$ cat config.mk
export PLATFORM = sky130hd
export DESIGN_NAME = annexb_nal_unit_deframer_unit
export DESIGN_NICKNAME = d
export VERILOG_FILES = /design/src/rtl/anxb_pkg.sv /design/src/rtl/anxb_ctrl.sv /design/src/rtl/anxb_dpath.sv /design/src/rtl/annexb_nal_unit_deframer_unit.sv
export SDC_FILE = /design/constraint.sdc
export NUM_CORES = 1
export LEC_CHECK = 0
export BUFFER_PORTS_ARGS = -buffer_cell sky130_fd_sc_hd__buf_2
export CORE_UTILIZATION = 55
export CTS_CLUSTER_DIAMETER = 80
export DETAILED_ROUTE_END_ITERATION = 6
export PLACE_DENSITY = 0.78
export REMOVE_ABC_BUFFERS = 1
export SYNTH_ARGS = -nofsm -noshare
export SYNTH_HDL_FRONTEND = slang
export SYNTH_HIERARCHICAL = 1
export SYNTH_SLANG_ARGS = --single-unit
export TNS_END_PERCENT = 100
$ cat constraint.sdc
create_clock -name clk -period 11 [get_ports clk]
set_input_delay 2.2 -clock clk [delete_from_list [all_inputs] [get_ports clk]]
set_output_delay 2.2 -clock clk [all_outputs]
set_load 0.1 [all_outputs]
$ cat src/rtl/anxb_pkg.sv
// Shared types and constants for the Annex B NAL unit deframer.
// No dependencies; imported by every module of the block.
package anxb_pkg;

    localparam int MAX_ZERO_RUN = 32;
    localparam int ZRUN_W       = 6;
    localparam int LEN_W        = 21;
    localparam int ADDR_W       = 3;
    localparam int DATA_W       = 32;

    localparam logic [LEN_W-1:0]  UNIT_LIMIT_MAX = LEN_W'(1048576);
    localparam logic [ZRUN_W-1:0] ZRUN_SAT       = ZRUN_W'(MAX_ZERO_RUN);

    // Register index carried on paddr[2]
    localparam logic REG_MAX_UNIT_BYTES = 1'b0;

    typedef enum logic [1:0] {
        HUNT_UNKNOWN = 2'd0,
        HUNT_KNOWN   = 2'd1,
        HUNT_UNIT    = 2'd2
    } hunt_t;

    typedef enum logic [1:0] {
        ST_IDLE  = 2'd0,
        ST_ZEROS = 2'd1,
        ST_TAIL  = 2'd2
    } ctrl_state_t;

    typedef enum logic [2:0] {
        EMIT_NONE    = 3'd0,
        EMIT_MARKER  = 3'd1,
        EMIT_IN_BYTE = 3'd2,
        EMIT_ZERO    = 3'd3,
        EMIT_HELD    = 3'd4
    } emit_t;

    typedef struct packed {
        logic  take;
        logic  load_flush;
        emit_t emit;
        logic  last;
    } dp_cmd_t;

    typedef struct packed {
        logic out_free;
        logic item_eos;
        logic item_zero;
        logic in_unit;
        logic start_code;
        logic flush_zeros;
        logic at_limit;
        logic near_limit;
        logic zcnt_last;
        logic pend_marker;
    } dp_stat_t;

endpackage

$ cat src/rtl/anxb_ctrl.sv
// Sequencer for the deframer: accepts items and steps through held-zero flushes.
// Depends on anxb_pkg; drives anxb_dpath through dp_cmd_t.
module anxb_ctrl (
    input  logic              clk,
    input  logic              rst_n,
    input  logic              in_valid,
    input  anxb_pkg::dp_stat_t stat,
    output anxb_pkg::dp_cmd_t  cmd,
    output logic              in_stall
);
    import anxb_pkg::*;

    ctrl_state_t state_reg;
    ctrl_state_t state_next;

    always_ff @(posedge clk or negedge rst_n)
    begin
        if (!rst_n)
        begin
            state_reg <= ST_IDLE;
        end
        else
        begin
            state_reg <= state_next;
        end
    end

    always_comb
    begin
        state_next     = state_reg;
        cmd.take       = 1'b0;
        cmd.load_flush = 1'b0;
        cmd.emit       = EMIT_NONE;
        cmd.last       = 1'b1;
        in_stall       = 1'b1;
        unique case (state_reg)
            ST_IDLE:
            begin
                in_stall = !stat.out_free;
                if (in_valid && stat.out_free)
                begin
                    cmd.take = 1'b1;
                    priority if (stat.item_eos)
                    begin
                        if (stat.in_unit)
                        begin
                            cmd.emit = EMIT_MARKER;
                        end
                    end
                    else if (stat.item_zero || !stat.in_unit)
                    begin
                        cmd.emit = EMIT_NONE;
                    end
                    else if (stat.flush_zeros)
                    begin
                        cmd.load_flush = 1'b1;
                        state_next     = ST_ZEROS;
                    end
                    else if (stat.start_code)
                    begin
                        cmd.emit = EMIT_MARKER;
                    end
                    else
                    begin
                        cmd.emit = EMIT_IN_BYTE;
                    end
                end
            end
            ST_ZEROS:
            begin
                // At the limit the zero is dropped, so no output slot is needed.
                if (stat.at_limit)
                begin
                    cmd.emit   = EMIT_ZERO;
                    state_next = ST_TAIL;
                end
                else if (stat.out_free)
                begin
                    cmd.emit = EMIT_ZERO;
                    // Last only when the held byte behind it will be dropped.
                    cmd.last = !stat.pend_marker && stat.near_limit;
                    if (stat.zcnt_last)
                    begin
                        state_next = ST_TAIL;
                    end
                end
            end
            ST_TAIL:
            begin
                if (stat.out_free)
                begin
                    cmd.emit   = stat.pend_marker ? EMIT_MARKER : EMIT_HELD;
                    state_next = ST_IDLE;
                end
            end
            default:
            begin
                state_next = ST_IDLE;
            end
        endcase
    end

endmodule

$ cat src/rtl/anxb_dpath.sv
// Datapath for the deframer: scan state, unit counters, held zeros and output register.
// Depends on anxb_pkg; commanded by anxb_ctrl.
module anxb_dpath (
    input  logic                        clk,
    input  logic                        rst_n,
    input  anxb_pkg::dp_cmd_t           cmd,
    output anxb_pkg::dp_stat_t          stat,
    input  logic [anxb_pkg::LEN_W-1:0]  max_unit_bytes,
    input  logic [7:0]                  in_byte,
    input  logic                        stream_end,
    output logic                        out_valid,
    input  logic                        out_stall,
    output logic                        kind,
    output logic [7:0]                  out_byte,
    output logic [anxb_pkg::LEN_W-1:0]  unit_length,
    output logic                        overflow,
    output logic                        last
);
    import anxb_pkg::*;

    hunt_t             hunt_reg,      hunt_next;
    logic [ZRUN_W-1:0] zero_run_reg,  zero_run_next;
    logic [ZRUN_W-1:0] lead_reg,      lead_next;
    logic [LEN_W-1:0]  count_reg,     count_next;
    logic              ovf_seen_reg,  ovf_seen_next;
    logic [ZRUN_W-1:0] zcnt_reg,      zcnt_next;
    logic              pend_reg,      pend_next;
    logic [7:0]        held_reg,      held_next;
    logic              out_valid_reg, out_valid_next;
    logic              kind_reg,      kind_next;
    logic [7:0]        byte_reg,      byte_next;
    logic [LEN_W-1:0]  len_reg,       len_next;
    logic              ovf_reg,       ovf_next;
    logic              last_reg,      last_next;

    logic [LEN_W-1:0]  limit;
    logic [LEN_W:0]    count_inc;
    logic              start_code;
    logic              out_free;
    logic              at_limit;
    logic [7:0]        pay_byte;

    assign limit      = (max_unit_bytes > UNIT_LIMIT_MAX) ? UNIT_LIMIT_MAX : max_unit_bytes;
    assign count_inc  = {1'b0, count_reg} + (LEN_W+1)'(1);
    assign at_limit   = (count_reg >= limit);
    assign start_code = (in_byte == 8'd1) && (zero_run_reg >= ZRUN_W'(2));
    assign out_free   = !out_valid_reg || !out_stall;

    always_comb
    begin
        stat.out_free    = out_free;
        stat.item_eos    = stream_end;
        stat.item_zero   = (in_byte == 8'd0);
        stat.in_unit     = (hunt_reg == HUNT_UNIT);
        stat.start_code  = start_code;
        stat.flush_zeros = start_code ? (zero_run_reg > lead_reg) : (zero_run_reg != '0);
        stat.at_limit    = at_limit;
        stat.near_limit  = (count_inc >= {1'b0, limit});
        stat.zcnt_last   = (zcnt_reg == ZRUN_W'(1));
        stat.pend_marker = pend_reg;
    end

    always_comb
    begin
        unique case (cmd.emit)
            EMIT_IN_BYTE: pay_byte = in_byte;
            EMIT_HELD:    pay_byte = held_reg;
            default:      pay_byte = 8'd0;
        endcase
    end

    always_comb
    begin
        hunt_next      = hunt_reg;
        zero_run_next  = zero_run_reg;
        lead_next      = lead_reg;
        count_next     = count_reg;
        ovf_seen_next  = ovf_seen_reg;
        zcnt_next      = zcnt_reg;
        pend_next      = pend_reg;
        held_next      = held_reg;
        out_valid_next = out_valid_reg && out_stall;
        kind_next      = kind_reg;
        byte_next      = byte_reg;
        len_next       = len_reg;
        ovf_next       = ovf_reg;
        last_next      = last_reg;

        // Scan bookkeeping for an accepted item
        if (cmd.take)
        begin
            priority if (stream_end)
            begin
                if (hunt_reg == HUNT_UNIT)
                begin
                    hunt_next = HUNT_KNOWN;
                end
                zero_run_next = '0;
            end
            else if (in_byte == 8'd0)
            begin
                if (zero_run_reg < ZRUN_SAT)
                begin
                    zero_run_next = zero_run_reg + ZRUN_W'(1);
                end
            end
            else if (hunt_reg != HUNT_UNIT)
            begin
                if (start_code)
                begin
                    if (hunt_reg != HUNT_KNOWN)
                    begin
                        lead_next = zero_run_reg;
                    end
                    hunt_next     = HUNT_UNIT;
                    count_next    = '0;
                    ovf_seen_next = 1'b0;
                end
                zero_run_next = '0;
            end
            else
            begin
                zero_run_next = '0;
            end
        end

        if (cmd.load_flush)
        begin
            zcnt_next = start_code ? (zero_run_reg - lead_reg) : zero_run_reg;
            pend_next = start_code;
            held_next = in_byte;
        end

        if (cmd.emit == EMIT_ZERO)
        begin
            zcnt_next = zcnt_reg - ZRUN_W'(1);
        end

        unique case (cmd.emit)
            EMIT_NONE:
            begin
            end
            EMIT_MARKER:
            begin
                out_valid_next = 1'b1;
                kind_next      = 1'b1;
                byte_next      = 8'd0;
                len_next       = count_reg;
                ovf_next       = ovf_seen_reg;
                last_next      = 1'b1;
                count_next     = '0;
                ovf_seen_next  = 1'b0;
            end
            default:
            begin
                // Payload byte: drop and flag once the unit is full
                if (at_limit)
                begin
                    ovf_seen_next = 1'b1;
                end
                else
                begin
                    out_valid_next = 1'b1;
                    kind_next      = 1'b0;
                    byte_next      = pay_byte;
                    len_next       = '0;
                    ovf_next       = 1'b0;
                    last_next      = cmd.last;
                    count_next     = count_inc[LEN_W-1:0];
                end
            end
        endcase
    end

    always_ff @(posedge clk or negedge rst_n)
    begin
        if (!rst_n)
        begin
            hunt_reg      <= HUNT_UNKNOWN;
            zero_run_reg  <= '0;
            lead_reg      <= '0;
            count_reg     <= '0;
            ovf_seen_reg  <= 1'b0;
            zcnt_reg      <= '0;
            pend_reg      <= 1'b0;
            out_valid_reg <= 1'b0;
        end
        else
        begin
            hunt_reg      <= hunt_next;
            zero_run_reg  <= zero_run_next;
            lead_reg      <= lead_next;
            count_reg     <= count_next;
            ovf_seen_reg  <= ovf_seen_next;
            zcnt_reg      <= zcnt_next;
            pend_reg      <= pend_next;
            out_valid_reg <= out_valid_next;
        end
    end

    always_ff @(posedge clk)
    begin
        held_reg <= held_next;
        kind_reg <= kind_next;
        byte_reg <= byte_next;
        len_reg  <= len_next;
        ovf_reg  <= ovf_next;
        last_reg <= last_next;
    end

    assign out_valid   = out_valid_reg;
    assign kind        = kind_reg;
    assign out_byte    = byte_reg;
    assign unit_length = len_reg;
    assign overflow    = ovf_reg;
    assign last        = last_reg;

endmodule

$ cat src/rtl/annexb_nal_unit_deframer_unit.sv
// Top level of the Annex B NAL unit deframer: register port, controller and datapath.
// Depends on anxb_pkg, anxb_ctrl and anxb_dpath.
//
//   channel | direction | handshake           | payload
//   --------+-----------+---------------------+------------------------------------------
//   in      | in        | in_valid / in_stall | in_byte, stream_end
//   out     | out       | out_valid/out_stall | kind, out_byte, unit_length, overflow, last
//   cfg     | in        | psel/penable/pready | paddr, pwrite, pwdata, prdata
//
// One byte per cycle while no held zeros must be flushed and the output is free.
// A byte that releases held zeros is handled in steps: accepting it loads the
// flush, then each zero and then the closing byte or marker goes out as one result
// (once the unit limit is reached, the remaining zeros are dropped together).
// Reset (rst_n low, asynchronous) clears the scan state and sets max_unit_bytes
// to 1048576. Output stall backs up into in_stall in the same cycle.
module annexb_nal_unit_deframer_unit (
    input  logic                         clk,
    input  logic                         rst_n,
    input  logic                         in_valid,
    output logic                         in_stall,
    input  logic [7:0]                   in_byte,
    input  logic                         stream_end,
    output logic                         out_valid,
    input  logic                         out_stall,
    output logic                         kind,
    output logic [7:0]                   out_byte,
    output logic [anxb_pkg::LEN_W-1:0]   unit_length,
    output logic                         overflow,
    output logic                         last,
    input  logic                         psel,
    input  logic                         penable,
    input  logic                         pwrite,
    input  logic [anxb_pkg::ADDR_W-1:0]  paddr,
    input  logic [anxb_pkg::DATA_W-1:0]  pwdata,
    output logic [anxb_pkg::DATA_W-1:0]  prdata,
    output logic                         pready
);
    import anxb_pkg::*;

    logic [LEN_W-1:0] max_unit_reg;
    logic [LEN_W-1:0] max_unit_next;
    logic             cfg_write;
    dp_cmd_t          cmd;
    dp_stat_t         stat;

    // Register port: zero wait states, one register at byte address 0.
    assign pready    = 1'b1;
    assign cfg_write = psel && penable && pwrite && (paddr[2] == REG_MAX_UNIT_BYTES);

    always_comb
    begin
        max_unit_next = max_unit_reg;
        if (cfg_write)
        begin
            max_unit_next = pwdata[LEN_W-1:0];
        end
    end

    always_ff @(posedge clk or negedge rst_n)
    begin
        if (!rst_n)
        begin
            max_unit_reg <= UNIT_LIMIT_MAX;
        end
        else
        begin
            max_unit_reg <= max_unit_next;
        end
    end

    assign prdata = (paddr[2] == REG_MAX_UNIT_BYTES) ?
                    {{(DATA_W-LEN_W){1'b0}}, max_unit_reg} : '0;

    // Controller: accepts items, sequences held-zero flush and tail.
    anxb_ctrl u_ctrl (
        .clk      (clk),
        .rst_n    (rst_n),
        .in_valid (in_valid),
        .stat     (stat),
        .cmd      (cmd),
        .in_stall (in_stall)
    );

    // Datapath: scan state, unit length/overflow tracking, output register.
    anxb_dpath u_dpath (
        .clk            (clk),
        .rst_n          (rst_n),
        .cmd            (cmd),
        .stat           (stat),
        .max_unit_bytes (max_unit_reg),
        .in_byte        (in_byte),
        .stream_end     (stream_end),
        .out_valid      (out_valid),
        .out_stall      (out_stall),
        .kind           (kind),
        .out_byte       (out_byte),
        .unit_length    (unit_length),
        .overflow       (overflow),
        .last           (last)
    );

`ifndef ASSERT_OFF
    // An end marker always closes the item's results and carries no byte.
    a_marker_last: assert property (@(posedge clk) disable iff (!rst_n)
        (out_valid && kind) |-> (last && (out_byte == 8'd0)))
        else $error("end marker without last or with nonzero byte");

    // Payload transfers carry no length and no overflow flag.
    a_payload_clean: assert property (@(posedge clk) disable iff (!rst_n)
        (out_valid && !kind) |-> ((unit_length == '0) && !overflow))
        else $error("payload transfer with length or overflow set");

    // The controller only issues a flush while it holds off input.
    a_flush_stalls: assert property (@(posedge clk) disable iff (!rst_n)
        (cmd.emit == EMIT_ZERO || cmd.emit == EMIT_HELD) |-> (in_stall && !cmd.take))
        else $error("zero flush overlapped an input transfer");
`endif

endmodule

==> key figures, run 1 <==
Outcome
  – Outcome: complete, no violations

Clock network
  – Worst-Skew Late Latency: 0.36 ns
  – TritonCTS clock tree: done
  – Htree depth: 3
  – Clock Root Buffer: clkbuf_16
  – Post-cts repair resize count: 0
  – Max clock buf depth: 2
  – Num CTS Buffers: 9
  – Setup Fix Bufs, Post-CTS: 0
  – Reg clk slew, reported paths: 0.07 ns
  – Clock sinks: ~110
  – Hold_buf cts: 0

Global routing
  – First-pass GRT wire length: 24400 um
  – Vias in the first global route: roughly 5000
  – Remaining Overflow, GRT: 0
  – Initial antenna violation count: 0
  – Total GRT Usage: around a quarter
  – Largest net degree at the start of global routing: slightly below 70

Floorplanning
  – Die W: 112 um
  – Total die area: ~0.013 mm2
  – DIE HEIGHT: 112 um
  – Num ports: around 120
  – Row cnt: 39
  – Initial Util: a little under three fifths
  – Core area: around 0.012 mm2

Setup path
  – CP Capture Type: flop
  – FF-to-FF setup slack: 4.93 ns
  – Largest stage delay on the critical path: approximately 0.96 ns
  – Critical-path maximum fanout: 40
  – Critical path launch point type: input port
  – Buffers & Inverters on Critical Path: 3
  – Data required time at the worst endpoint: between 10 and 15 ns
  – Crit path kind: input port to flop
  – Crit path max-delay family: simple AND/OR/NAND/NOR gates
  – Critical path, cell by cell: buf_2, nor4_4, nand3_2, or2_1, clkinv_1, o221ai_1, o21ai_0, o31ai_1, nor2_1, a211o_1, nand2_1, buf_4
  – WP data arrival: approximately 6.2 ns
  – CP max-delay cell: nor2_1

Synthesis
  – Synth Cell Area: approximately 0.0067 mm2
  – Synth Area per Inst: ~10 um2
  – Main flop type after synthesis: dfrtp_1
  – Flops & latches, synth: around 110
  – Ys async rst share: approximately 63%
  – Gate Count Post-Synth: 668
  – Synth warn: 6
  – Unique masters post-synth: 67
  – Post-synth EDFFs: 40
  – Sequential share of the synthesized area: between 40% and 50%

Layout
  – Antenna diode count: 0
  – Share of cells above drive strength 1: around 20%
  – Fin nets: about 850
  – Leading cell type in the layout, fill and taps excluded: buf_2
  – Synth-to-Final Area Change: 11.6%
  – Most frequent cells in the layout: 92 x buf_2, 68 x nand2_1, 66 x dfrtp_1, 55 x ha_1, 40 x edfxtp_1

Hold path
  – Hold crit path type: flop to flop

Timing
  – Hold Violations, Final: 0
  – Post-Route Hold Slack: 0.518 ns
  – Clock Skews: between 0.01 and 0.015 ns
  – Final Setup Violations: 0
  – Fmax achieved: 0.162 GHz
  – Max-slew violations: 0
  – Worst-Margin Slew: between 1 and 1.5 ns
  – Relative slew slack: 16.0%
  – RSZ-0062 raised after global routing: no
  – Final worst path period need: 6.17 ns
  – Setup TNS: 0 ns
  – Part of the cycle the worst path needs: ~56%

Run
  – Max cap viols: 0

Detailed routing
  – Detailed Route Iter0 Violations: 423
  – Post-DRT Antenna Nets: 0
  – Mean routed wirelength per cell: approximately 16 um
  – First-pass iteration count of the detailed router: 7
  – Via density: approximately 5.8
  – DRC Markers: 0
  – Via count: 5118
  – Final WL: approximately 14000 um

Pwr
  – Peak supply drop: 0.0000985 V
  – LEAKAGE: 3.61 nW
  – Power per standard cell area: approximately 220 mW/mm2

Place
  – Gpl congestion: slightly above 0.9
  – Port bufs: 92
  – Detailed placement HPWL: ~11000 um
==> power breakdown <==
part | switching, W | total [W] | internal, W
Sequential | 0.0000681 | 0.000565 | 0.000497
Combinational | 0.000522 | 0.000696 | 0.000174
Clock | 0.000148 | 0.000374 | 0.000226
Total | 0.000738 | 0.00163 | 0.000896
==> synthesized netlist by cell type (all sizes together) (3+ instances only) <==
library cell,instances,area [um2]
xor2,9,78.8
a221oi,3,26.3
or3,6,43.8
nor2b,30,188
and2,4,30.0
or2,3,18.8
a211o,5,43.8
ha,55,688
o211ai,6,45.0
a21oi,32,160
mux2,24,345
nand3,30,155
xnor2,9,78.8
nand4,9,56.3
dfrtp,66,1650
clkbuf,19,71.3
and3,28,175
nand2b,22,138
nor3,11,55.1
a21boi,3,22.5
inv,26,97.6
nand4b,3,41.3
o21ai,32,160
nor3b,8,60.1
nor4,8,65.1
edfxtp,40,1200
buf,24,200
nand2,68,255
a21o,8,66.3
a22oi,8,60.1
nor2,37,139
a211oi,3,22.5
==> worst register-to-register path: stages (launching register included) <==
cell	delay [ns]
dfrtp_1	0.42
nor4_1	0.33
nand3_1	0.12
o21ai_1	0.49
nand2_1	0.25
ha_1	0.37
nand4_1	0.14
nor3_1	0.07
a221oi_1	0.33
o211ai_1	0.19
a21oi_1	0.28
inv_1	0.12
o21bai_1	0.21
o31ai_1	0.14
nor2_1	0.96
a211o_1	0.94
nand2_1	0.12
buf_4	0.30
==> kinds of logic (layout without fill, tap and decap cells) <==
group | after synthesis | after routing | synth area share, %
and+or+nand+nor | 272 | 272 | 21.9
other | 2 | 12 | 0.112
adders and majority gates | 56 | 56 | 10.6
xor gates and xnor gates | 18 | 18 | 2.35
buffers and inverters | 71 | 138 | 5.62
DFF | 107 | 107 | 43.0
muxes | 25 | 25 | 5.30
AOI/OAI and AO/OA | 117 | 117 | 11.2
==> per-layer routing <==
layer | vias to the layer above | global-route usage, % | routed length [um]
met5 | - | 0 | 0
met4 | 0 | 9.24 | 267
met3 | 19 | 2.97 | 705
met2 | 179 | 38.6 | 6570
met1 | 2416 | 34.1 | 6910
li1 | 2504 | - | -
==> layout make-up <==
type,instances,area [um2]
Tap cell,143,179
Fill cell,945,4190
Sequential cell,107,2880
Timing Repair Buffer,94,475
Multi-Input combinational cell,500,3490
Clock inverter,6,119
Inverter,28,105
Clock buffer,10,229
==> path summary, 6_finish.rpt <==
check	from	to	cells after the start
worst min-delay path	u_dpath/lead_reg[0]	u_dpath/lead_reg[0]	1
worst max register to register	max_unit_reg[15]	u_dpath/unit_length[15]	17
min in group asynchronous	rst_n	u_dpath/ovf_seen_reg	2
worst min register to register	u_dpath/lead_reg[0]	u_dpath/lead_reg[0]	1
worst max-delay path	in_byte[7]	u_dpath/unit_length[15]	12
max in group asynchronous	rst_n	u_dpath/zcnt_reg[0]	2
==> through the flow <==
stage                     power [W]  area [um2]  utilization [%]  worst slack (ns)  std cells
after CTS                   0.00164        7480             64.1              4.87        888
after floorplan             0.00112        6470                -              5.13        635
final                       0.00163        7480             64.1              4.83        888
after detailed placement    0.00126        7130             61.1              4.58        872
after global routing        0.00172        7480             64.1              4.28        888
after global placement      0.00124        7130             61.1              4.69        872
Note: power is estimated with default switching activity, not from simulation.
==> run 2: changes to the inputs <==
--- a/config.mk
+++ b/config.mk
@@ -6,10 +6,10 @@
 export NUM_CORES = 1
 export LEC_CHECK = 0
 export BUFFER_PORTS_ARGS = -buffer_cell sky130_fd_sc_hd__buf_2
-export CORE_UTILIZATION = 55
+export CORE_UTILIZATION = 51
 export CTS_CLUSTER_DIAMETER = 80
 export DETAILED_ROUTE_END_ITERATION = 6
-export PLACE_DENSITY = 0.78
+export PLACE_DENSITY = 0.76
 export REMOVE_ABC_BUFFERS = 1
 export SYNTH_ARGS = -nofsm -noshare
 export SYNTH_HDL_FRONTEND = slang
==> constraint.sdc (replaced) <==
create_clock -name clk -period 5.5 [get_ports clk]
set_input_delay 1.1 -clock clk [delete_from_list [all_inputs] [get_ports clk]]
set_output_delay 1.1 -clock clk [all_outputs]
set_load 0.1 [all_outputs]
==> run 2 against run 1 <==
  * Utilization decreased by 5.2 points
  * Global-route usage down 1.5 points
  * Via count rose by 2.0%
  * Worst hold slack lost 0.011 ns
  * Routed wire length up 0.26%
  * Register-to-register slack got worse by 4.2 ns
  * Critical path depth up 6
  * Die area rose by 7.7%
  * Clock skew down 0.0071 ns
  * First-iteration DRC count increased by 7.6%
  * Critical endpoint is now u_dpath/count_reg[19]
==> key figures, run 2 (synthesized netlist as in run 1, its figures left out) <==
Outcome
  – Outcome: complete, no violations (unchanged)

Layout
  – Antenna diode count: 0 (unchanged)
  – Final std cells w/o fill: 921 (was 888)
  – Synth-to-Final Area Change: 11.8% (was 11.6%)
  – Fill count: 1103 (was 945)
  – Area taken by flip-flops and latches: 0.00288 mm2 (unchanged)
  – Most frequent cells in the layout: 92 x buf_2, 68 x nand2_1, 66 x dfrtp_1, 55 x ha_1, 40 x edfxtp_1 (unchanged)
  – Multi-input gate area: 0.00348 mm2 (was 0.00349 mm2)
  – Share of cells above drive strength 1: 20.6% (was 20.3%)
  – Leading cell type in the layout, fill and taps excluded: buf_2 (unchanged)
  – Fin nets: 851 (was 847)
  – Final non-filler cell area: 0.00749 mm2 (was 0.00748 mm2)

Pwr
  – Peak supply drop: 0.000237 V (was 0.0000985 V)
  – Power per standard cell area: 427 mW/mm2 (was 219 mW/mm2)
  – LEAKAGE: 3.61 nW (about the same)

Clock network
  – Worst-Skew Late Latency: 0.35 ns (was 0.36 ns)
  – Reg clk slew, reported paths: 0.07 ns (about the same)
  – Post-cts repair resize count: 0 (unchanged)
  – Clock Root Buffer: clkbuf_16 (unchanged)
  – Num CTS Buffers: 9 (unchanged)
  – Clock sinks: 107 (unchanged)
  – Hold_buf cts: 0 (unchanged)
  – Setup Fix Bufs, Post-CTS: 0 (unchanged)
  – Max clock buf depth: 2 (unchanged)
  – TritonCTS clock tree: done (unchanged)
  – Htree depth: 3 (unchanged)

Timing
  – Final Setup Violations: 0 (unchanged)
  – Post-Route Hold Slack: 0.507 ns (was 0.518 ns)
  – Hold Violations, Final: 0 (unchanged)
  – Relative slew slack: 40.8% (was 16.0%)
  – Worst-Margin Slew: 0.880 ns (was 1.26 ns)
  – Max-slew violations: 0 (unchanged)
  – Setup TNS: 0 ns (unchanged)
  – RSZ-0062 raised after global routing: no (unchanged)
  – Final worst slack: 0.691 ns (was 4.83 ns)
  – Part of the cycle the worst path needs: around 90%
  – Clock Skews: 0.00705 ns (was 0.0141 ns)
  – Final worst path period need: about 4.8 ns
  – Fmax achieved: 0.208 GHz

Setup path
  – Data required time at the worst endpoint: 5.73 ns (was 11.06 ns)
  – FF-to-FF setup slack: 0.69 ns (was 4.93 ns)
  – Critical-path maximum fanout: 10 (was 40)
  – Buffers & Inverters on Critical Path: 1 (was 3)
  – Worst flop-to-flop path startpoint: max_unit_reg[15] (unchanged)
  – Worst path depth: 18 (was 12)
  – Crit path kind: flop to flop (was input port to flop)
  – Worst Reg2Reg Path Length in Cells: 18 (was 17)
  – CP Capture Type: flop (unchanged)
  – CP endpoint: u_dpath/count_reg[19] (was u_dpath/unit_length[15])
  – Critical path, cell by cell: nor4_1, nand3_1, o21ai_1, nand2_1, ha_1, nand4_1, nor3_1, a221oi_1, o211ai_1, a21oi_1, inv_1, o21bai_1, o31ai_1, nor2_1, nand2_1, and2_4, and2_4, a211o_1 (was buf_2, nor4_4, nand3_2, or2_1, clkinv_1, o221ai_1, o21ai_0, o31ai_1, nor2_1, a211o_1, nand2_1, buf_4)
  – Crit path max-delay family: compound AO/OA/AOI/OAI gates (was simple AND/OR/NAND/NOR gates)
  – CP max-delay cell: o21ai_1 (was nor2_1)
  – R2r endpoint: u_dpath/count_reg[19] (was u_dpath/unit_length[15])
  – Setup crit start: max_unit_reg[15] (was in_byte[7])
  – WP data arrival: 5.04 ns (was 6.24 ns)
  – Largest stage delay on the critical path: 0.51 ns (was 0.96 ns)
  – Critical path launch point type: flop (was input port)

Place
  – Detailed placement HPWL: 10700 um (about the same)
  – Dpl cells: 905 (was 872)
  – Gpl congestion: 0.865 (was 0.920)
  – Port bufs: 92 (unchanged)
  – Pre-CTS setup slack: 0.838 ns (was 4.58 ns)
  – DP Area: 0.00719 mm2 (was 0.00713 mm2)

Detailed routing
  – DRC Markers: 0 (unchanged)
  – Via density: 5.67 (was 5.76)
  – First-pass iteration count of the detailed router: 5 (was 7)
  – Post-DRT Antenna Nets: 0 (unchanged)
  – Mean routed wirelength per cell: 15.7 um (was 16.3 um)
  – Via count: 5219 (was 5118)
  – Detailed Route Iter0 Violations: 455 (was 423)
  – Final WL: 14500 um (about the same)

Hold path
  – Hold crit path type: flop to flop (unchanged)

Floorplanning
  – Row cnt: 41 (was 39)
  – Core area: 0.0127 mm2 (was 0.0117 mm2)
  – Initial Util: 52.7% (was 57.5%)
  – Die W: 117 um (was 112 um)
  – DIE HEIGHT: 117 um (was 112 um)
  – Total die area: 0.0136 mm2 (was 0.0126 mm2)
  – Num ports: 118 (unchanged)

Global routing
  – Initial antenna violation count: 0 (unchanged)
  – Total GRT Usage: 22.7% (was 24.2%)
  – Vias in the first global route: 4788 (was 4983)
  – First-pass GRT wire length: 23800 um (was 24400 um)
  – Largest net degree at the start of global routing: 68 (unchanged)
  – Remaining Overflow, GRT: 0 (unchanged)

Run
  – Max cap viols: 0 (unchanged)
[run 2: how the worst min path moves through the flow]
stage,startpoint,end,slack (ns),depth (start not counted)
floorplan,u_dpath/hunt_reg[1],u_dpath/hunt_reg[1],0.47,2
global placement,u_dpath/hunt_reg[1],u_dpath/hunt_reg[1],0.49,2
detailed placement,u_dpath/zcnt_reg[3],u_dpath/zcnt_reg[3],0.50,1
CTS,u_dpath/zcnt_reg[3],u_dpath/zcnt_reg[3],0.51,1
global route,u_dpath/zcnt_reg[3],u_dpath/zcnt_reg[3],0.54,1
finish,u_dpath/zcnt_reg[3],u_dpath/zcnt_reg[3],0.51,1
[run 2: per-layer routing]
metal	track usage [%]	up-vias	wire (um)	share of wire, %
met5	0	-	0	0
met4	7.93	0	240	1.7
met3	3.63	17	822	5.7
met2	35.0	198	6550	45
met1	32.5	2473	6880	47
li1	-	2531	-	-
[run 2: report_power, final]
group	internal [W]	switching (W)
Clock	0.000357	0.000301
Sequential	0.000993	0.000138
Combinational	0.000357	0.00105
[run 2: final cells by class]
cell class                      instances  share of cell area, %
Clock buffer                            9                   3.01
Clock inverter                          7                   1.02
Inverter                               28                   1.40
Multi-Input combinational cell        500                   46.5
Sequential cell                       107                   38.4
Tap cell                              172                   2.87
Timing Repair Buffer                   98                   6.75
[run 2: per-stage QoR]
step,total power [W],utilization [%]
floorplan,0.00224,-
global placement,0.00249,56.5
detailed placement,0.00254,56.5
CTS,0.00320,58.9
global route,0.00337,58.9
finish,0.00320,58.9
==> run 3: changes to the inputs <==
--- a/config.mk
+++ b/config.mk
@@ -5,8 +5,9 @@
 export SDC_FILE = /design/constraint.sdc
 export NUM_CORES = 1
 export LEC_CHECK = 0
+export ABC_AREA = 1
 export BUFFER_PORTS_ARGS = -buffer_cell sky130_fd_sc_hd__buf_2
-export CORE_UTILIZATION = 51
+export CORE_UTILIZATION = 52
 export CTS_CLUSTER_DIAMETER = 80
 export DETAILED_ROUTE_END_ITERATION = 6
 export PLACE_DENSITY = 0.76
==> run 3 against run 2 <==
  * Synthesized area up 13%
  * Via count up 28%
  * Total power down 34%
  * Global-route usage up 2.0 points
  * Largest power group is now sequential cells
==> key figures, run 3 <==
Outcome
  – Outcome: complete, no violations (unchanged)

Synthesis
  – Post-synth top area cell: dfrtp_1 (unchanged)
  – Most frequent cells after synthesis: 291 x nand2_1, 134 x inv_1, 115 x nor2_1 (was 68 x nand2_1, 66 x dfrtp_1, 55 x ha_1)
  – Most common cell in the synthesized netlist: nand2_1 (unchanged)
  – Gate Count Post-Synth: 1030 (was 668)
  – Synth Cell Area: 0.00757 mm2 (was 0.00670 mm2)
  – Main flop type after synthesis: dfrtp_1 (unchanged)
  – Ys async rst share: 62.6% (unchanged)
  – Sequential share of the synthesized area: 38.0% (was 43.0%)
  – Area contributors post-synth: dfrtp_1 22%, edfxtp_1 16%, nand2_1 14%, ha_1 9.1%, nand3_1 7.1% (was dfrtp_1 25%, edfxtp_1 18%, ha_1 10%, mux2_4 4.5%, nand2_1 3.8%)
  – Synth warn: 6 (unchanged)
  – Share of the synthesized area in the top cell type: 21.8% (was 24.6%)
  – Post-synth EDFFs: 40 (unchanged)
  – Unique masters post-synth: 48 (was 67)
  – Synth Area per Inst: 7.35 um2 (was 10.0 um2)
  – Flops & latches, synth: 107 (unchanged)

Hold path
  – Hold EP: u_dpath/lead_reg[3] (was u_dpath/zcnt_reg[3])
  – Hold crit path type: flop to flop (unchanged)
  – Hold Crit Start: u_dpath/lead_reg[3] (was u_dpath/zcnt_reg[3])
  – Hold-critical path depth: 2 (was 1)

Setup path
  – Worst path depth: 20 (was 18)
  – Data required time at the worst endpoint: 5.61 ns (was 5.73 ns)
  – Crit path max-delay family: simple AND/OR/NAND/NOR gates (was compound AO/OA/AOI/OAI gates)
  – FF-to-FF setup slack: 0.78 ns (was 0.69 ns)
  – CP max-delay cell: dfrtp_1 (was o21ai_1)
  – Buffers & Inverters on Critical Path: 1 (unchanged)
  – Critical path launch point type: flop (unchanged)
  – WP data arrival: 4.83 ns (was 5.04 ns)
  – R2r endpoint: u_dpath/unit_length[15] (was u_dpath/count_reg[19])
  – Worst Reg2Reg Path Length in Cells: 20 (was 18)
  – Worst flop-to-flop path startpoint: max_unit_reg[17] (was max_unit_reg[15])
  – Critical path, cell by cell: nor4_1, nand3_1, nand3b_1, nand2_1, nand2_1, ha_1, nand2_1, nor2_4, nand2_2, nor2_4, nand2_4, nand4_2, nor2_1, nor2_2, o21bai_1, nor2_2, nand2_1, nand3_1, nand2_1, buf_12 (was nor4_1, nand3_1, o21ai_1, nand2_1, ha_1, nand4_1, nor3_1, a221oi_1, o211ai_1, a21oi_1, inv_1, o21bai_1, o31ai_1, nor2_1, nand2_1, and2_4, and2_4, a211o_1)
  – Critical-path maximum fanout: 24 (was 10)
  – Crit path kind: flop to flop (unchanged)
  – Most used cell, CP: nand2_1
  – CP Capture Type: flop (unchanged)
  – Largest stage delay on the critical path: 0.45 ns (was 0.51 ns)

Timing
  – Clock Skews: 0.00734 ns (was 0.00705 ns)
  – Final worst path period need: 4.72 ns (was 4.81 ns)
  – Worst-Margin Slew: 0.729 ns (was 0.880 ns)
  – Final Setup Violations: 0 (unchanged)
  – Relative slew slack: 51.4% (was 40.8%)
  – Hold Violations, Final: 0 (unchanged)
  – Part of the cycle the worst path needs: 85.8% (was 87.4%)
  – Setup TNS: 0 ns (unchanged)
  – Fmax achieved: 0.212 GHz (was 0.208 GHz)
  – Max-slew violations: 0 (unchanged)
  – RSZ-0062 raised after global routing: no (unchanged)

Pwr
  – Power per standard cell area: 253 mW/mm2 (was 427 mW/mm2)
  – Power, Total: 0.00212 W (was 0.00320 W)
  – LEAKAGE: 4.20 nW (was 3.61 nW)
  – Peak supply drop: 0.000194 V (was 0.000237 V)

Layout
  – Fin nets: 1215 (was 851)
  – Leading cell type in the layout, fill and taps excluded: nand2_1 (was buf_2)
  – Multi-input gate area: 0.00391 mm2 (was 0.00348 mm2)
  – Area taken by flip-flops and latches: 0.00288 mm2 (unchanged)
  – Antenna diode count: 0 (unchanged)
  – Fill count: 1311 (was 1103)
  – Final std cells w/o fill: 1293 (was 921)
  – Most frequent cells in the layout: 291 x nand2_1, 134 x inv_1, 115 x nor2_1, 107 x nand3_1, 92 x buf_2 (was 92 x buf_2, 68 x nand2_1, 66 x dfrtp_1, 55 x ha_1, 40 x edfxtp_1)
  – Synth-to-Final Area Change: 10.5% (was 11.8%)
  – Share of cells above drive strength 1: 14.2% (was 20.6%)

Place
  – Dpl cells: 1277 (was 905)
  – Port bufs: 92 (unchanged)
  – Gpl congestion: 0.928 (was 0.865)
  – Detailed placement HPWL: 13100 um (was 10700 um)

Global routing
  – Largest net degree at the start of global routing: 40 (was 68)
  – Total GRT Usage: 24.7% (was 22.7%)
  – Remaining Overflow, GRT: 0 (unchanged)
  – Initial antenna violation count: 0 (unchanged)
  – First-pass GRT wire length: 29100 um (was 23800 um)
  – Vias in the first global route: 6151 (was 4788)

Clock network
  – Reg clk slew, reported paths: 0.07 ns (about the same)
  – Worst-Skew Late Latency: 0.35 ns (about the same)
  – Post-cts repair resize count: 0 (unchanged)
  – Num CTS Buffers: 9 (unchanged)
  – Clock Root Buffer: clkbuf_16 (unchanged)
  – Htree depth: 3 (unchanged)
  – Hold_buf cts: 0 (unchanged)
  – TritonCTS clock tree: done (unchanged)
  – Max clock buf depth: 2 (unchanged)
  – Clock sinks: 107 (unchanged)
  – Setup Fix Bufs, Post-CTS: 0 (unchanged)

Detailed routing
  – Post-DRT Antenna Nets: 0 (unchanged)
  – Detailed Route Iter0 Violations: 574 (was 455)
  – Via count: 6706 (was 5219)
  – Final WL: 17400 um (was 14500 um)
  – Via density: 5.19 (was 5.67)
  – Mean routed wirelength per cell: 13.4 um (was 15.7 um)
  – DRC Markers: 0 (unchanged)
  – First-pass iteration count of the detailed router: 5 (unchanged)

Floorplanning
  – Row cnt: 43 (was 41)
  – Initial Util: 53.9% (was 52.7%)
  – Die W: 123 um (was 117 um)
  – Num ports: 118 (unchanged)
  – Core area: 0.0140 mm2 (was 0.0127 mm2)
  – DIE HEIGHT: 123 um (was 117 um)
  – Total die area: 0.0151 mm2 (was 0.0136 mm2)

Run
  – Max cap viols: 0 (unchanged)
run 3: cell types whose count changed after synthesis, sizes merged, moves of 22 or more:
cell,before,now
nand2,68,298
inv,26,146
nor2,37,133
nand3,30,112
nor2b,30,0
and3,28,0
mux2,24,0
nand2b,22,0
run 3: layout make-up:
class	instances	share of cell area (%)
Clock buffer	13	2.99
Sequential cell	107	34.4
Tap cell	180	2.69
Inverter	147	6.59
Timing Repair Buffer	97	6.10
Clock inverter	3	0.568
Multi-Input combinational cell	746	46.7
run 3: power breakdown:
part	leakage, nW	switching [W]	total [W]	internal [W]
Sequential	1.18	0.0000423	0.000900	0.000857
Combinational	2.88	0.000416	0.000560	0.000144
Clock	0.144	0.000292	0.000660	0.000368
Total	4.20	0.000750	0.00212	0.00137
run 3: kinds of logic after synthesis:
| family | synth area share, % |
|---|---|
| simple gates | 33.3 |
| xor+xnor | 1.73 |
| mux | 0.132 |
| other cells | 0.0991 |
| flops | 38.0 |
| buf+inv | 10.9 |
| fa+ha+maj | 9.35 |
| compound gates | 6.44 |
run 3: stage by stage:
| step | utilization, % | hold slack [ns] | worst slack [ns] | instance area [um2] |
|---|---|---|---|---|
| 5_1_grt | 59.6 | 0.511 | 0.333 | 8370 |
| 4_1_cts | 59.6 | 0.495 | 0.767 | 8370 |
| 6_report | 59.6 | 0.486 | 0.780 | 8370 |
| 3_5_place_dp | 57.5 | 0.478 | 0.803 | 8070 |
| 2_1_floorplan | - | 0.453 | 0.634 | 7340 |
| 3_3_place_gp | 57.5 | 0.469 | 0.841 | 8070 |
run 3: per-layer routing:
layer	global-route usage, %	up-vias	wire length [um]
met1	35.5	3020	8470
met2	38.2	227	7530
li1	-	3434	-
met3	3.35	25	1050
met5	0	-	0
met4	8.16	0	316
run 3: worst max path at each step:
stage / from / endpoint
6_report: max_unit_reg[17] / u_dpath/unit_length[15]
5_1_grt: max_unit_reg[17] / u_dpath/unit_length[14]
4_1_cts: max_unit_reg[17] / u_dpath/unit_length[7]
3_5_place_dp: max_unit_reg[8] / u_dpath/unit_length[10]
3_3_place_gp: max_unit_reg[8] / u_dpath/unit_length[11]
2_1_floorplan: max_unit_reg[16] / u_dpath/kind
run 3: worst min-delay path, stage by stage, from the launching register on:
cell and delay, ns:
dfrtp_1 0.34, nand2_1 0.05, o21ai_0 0.06
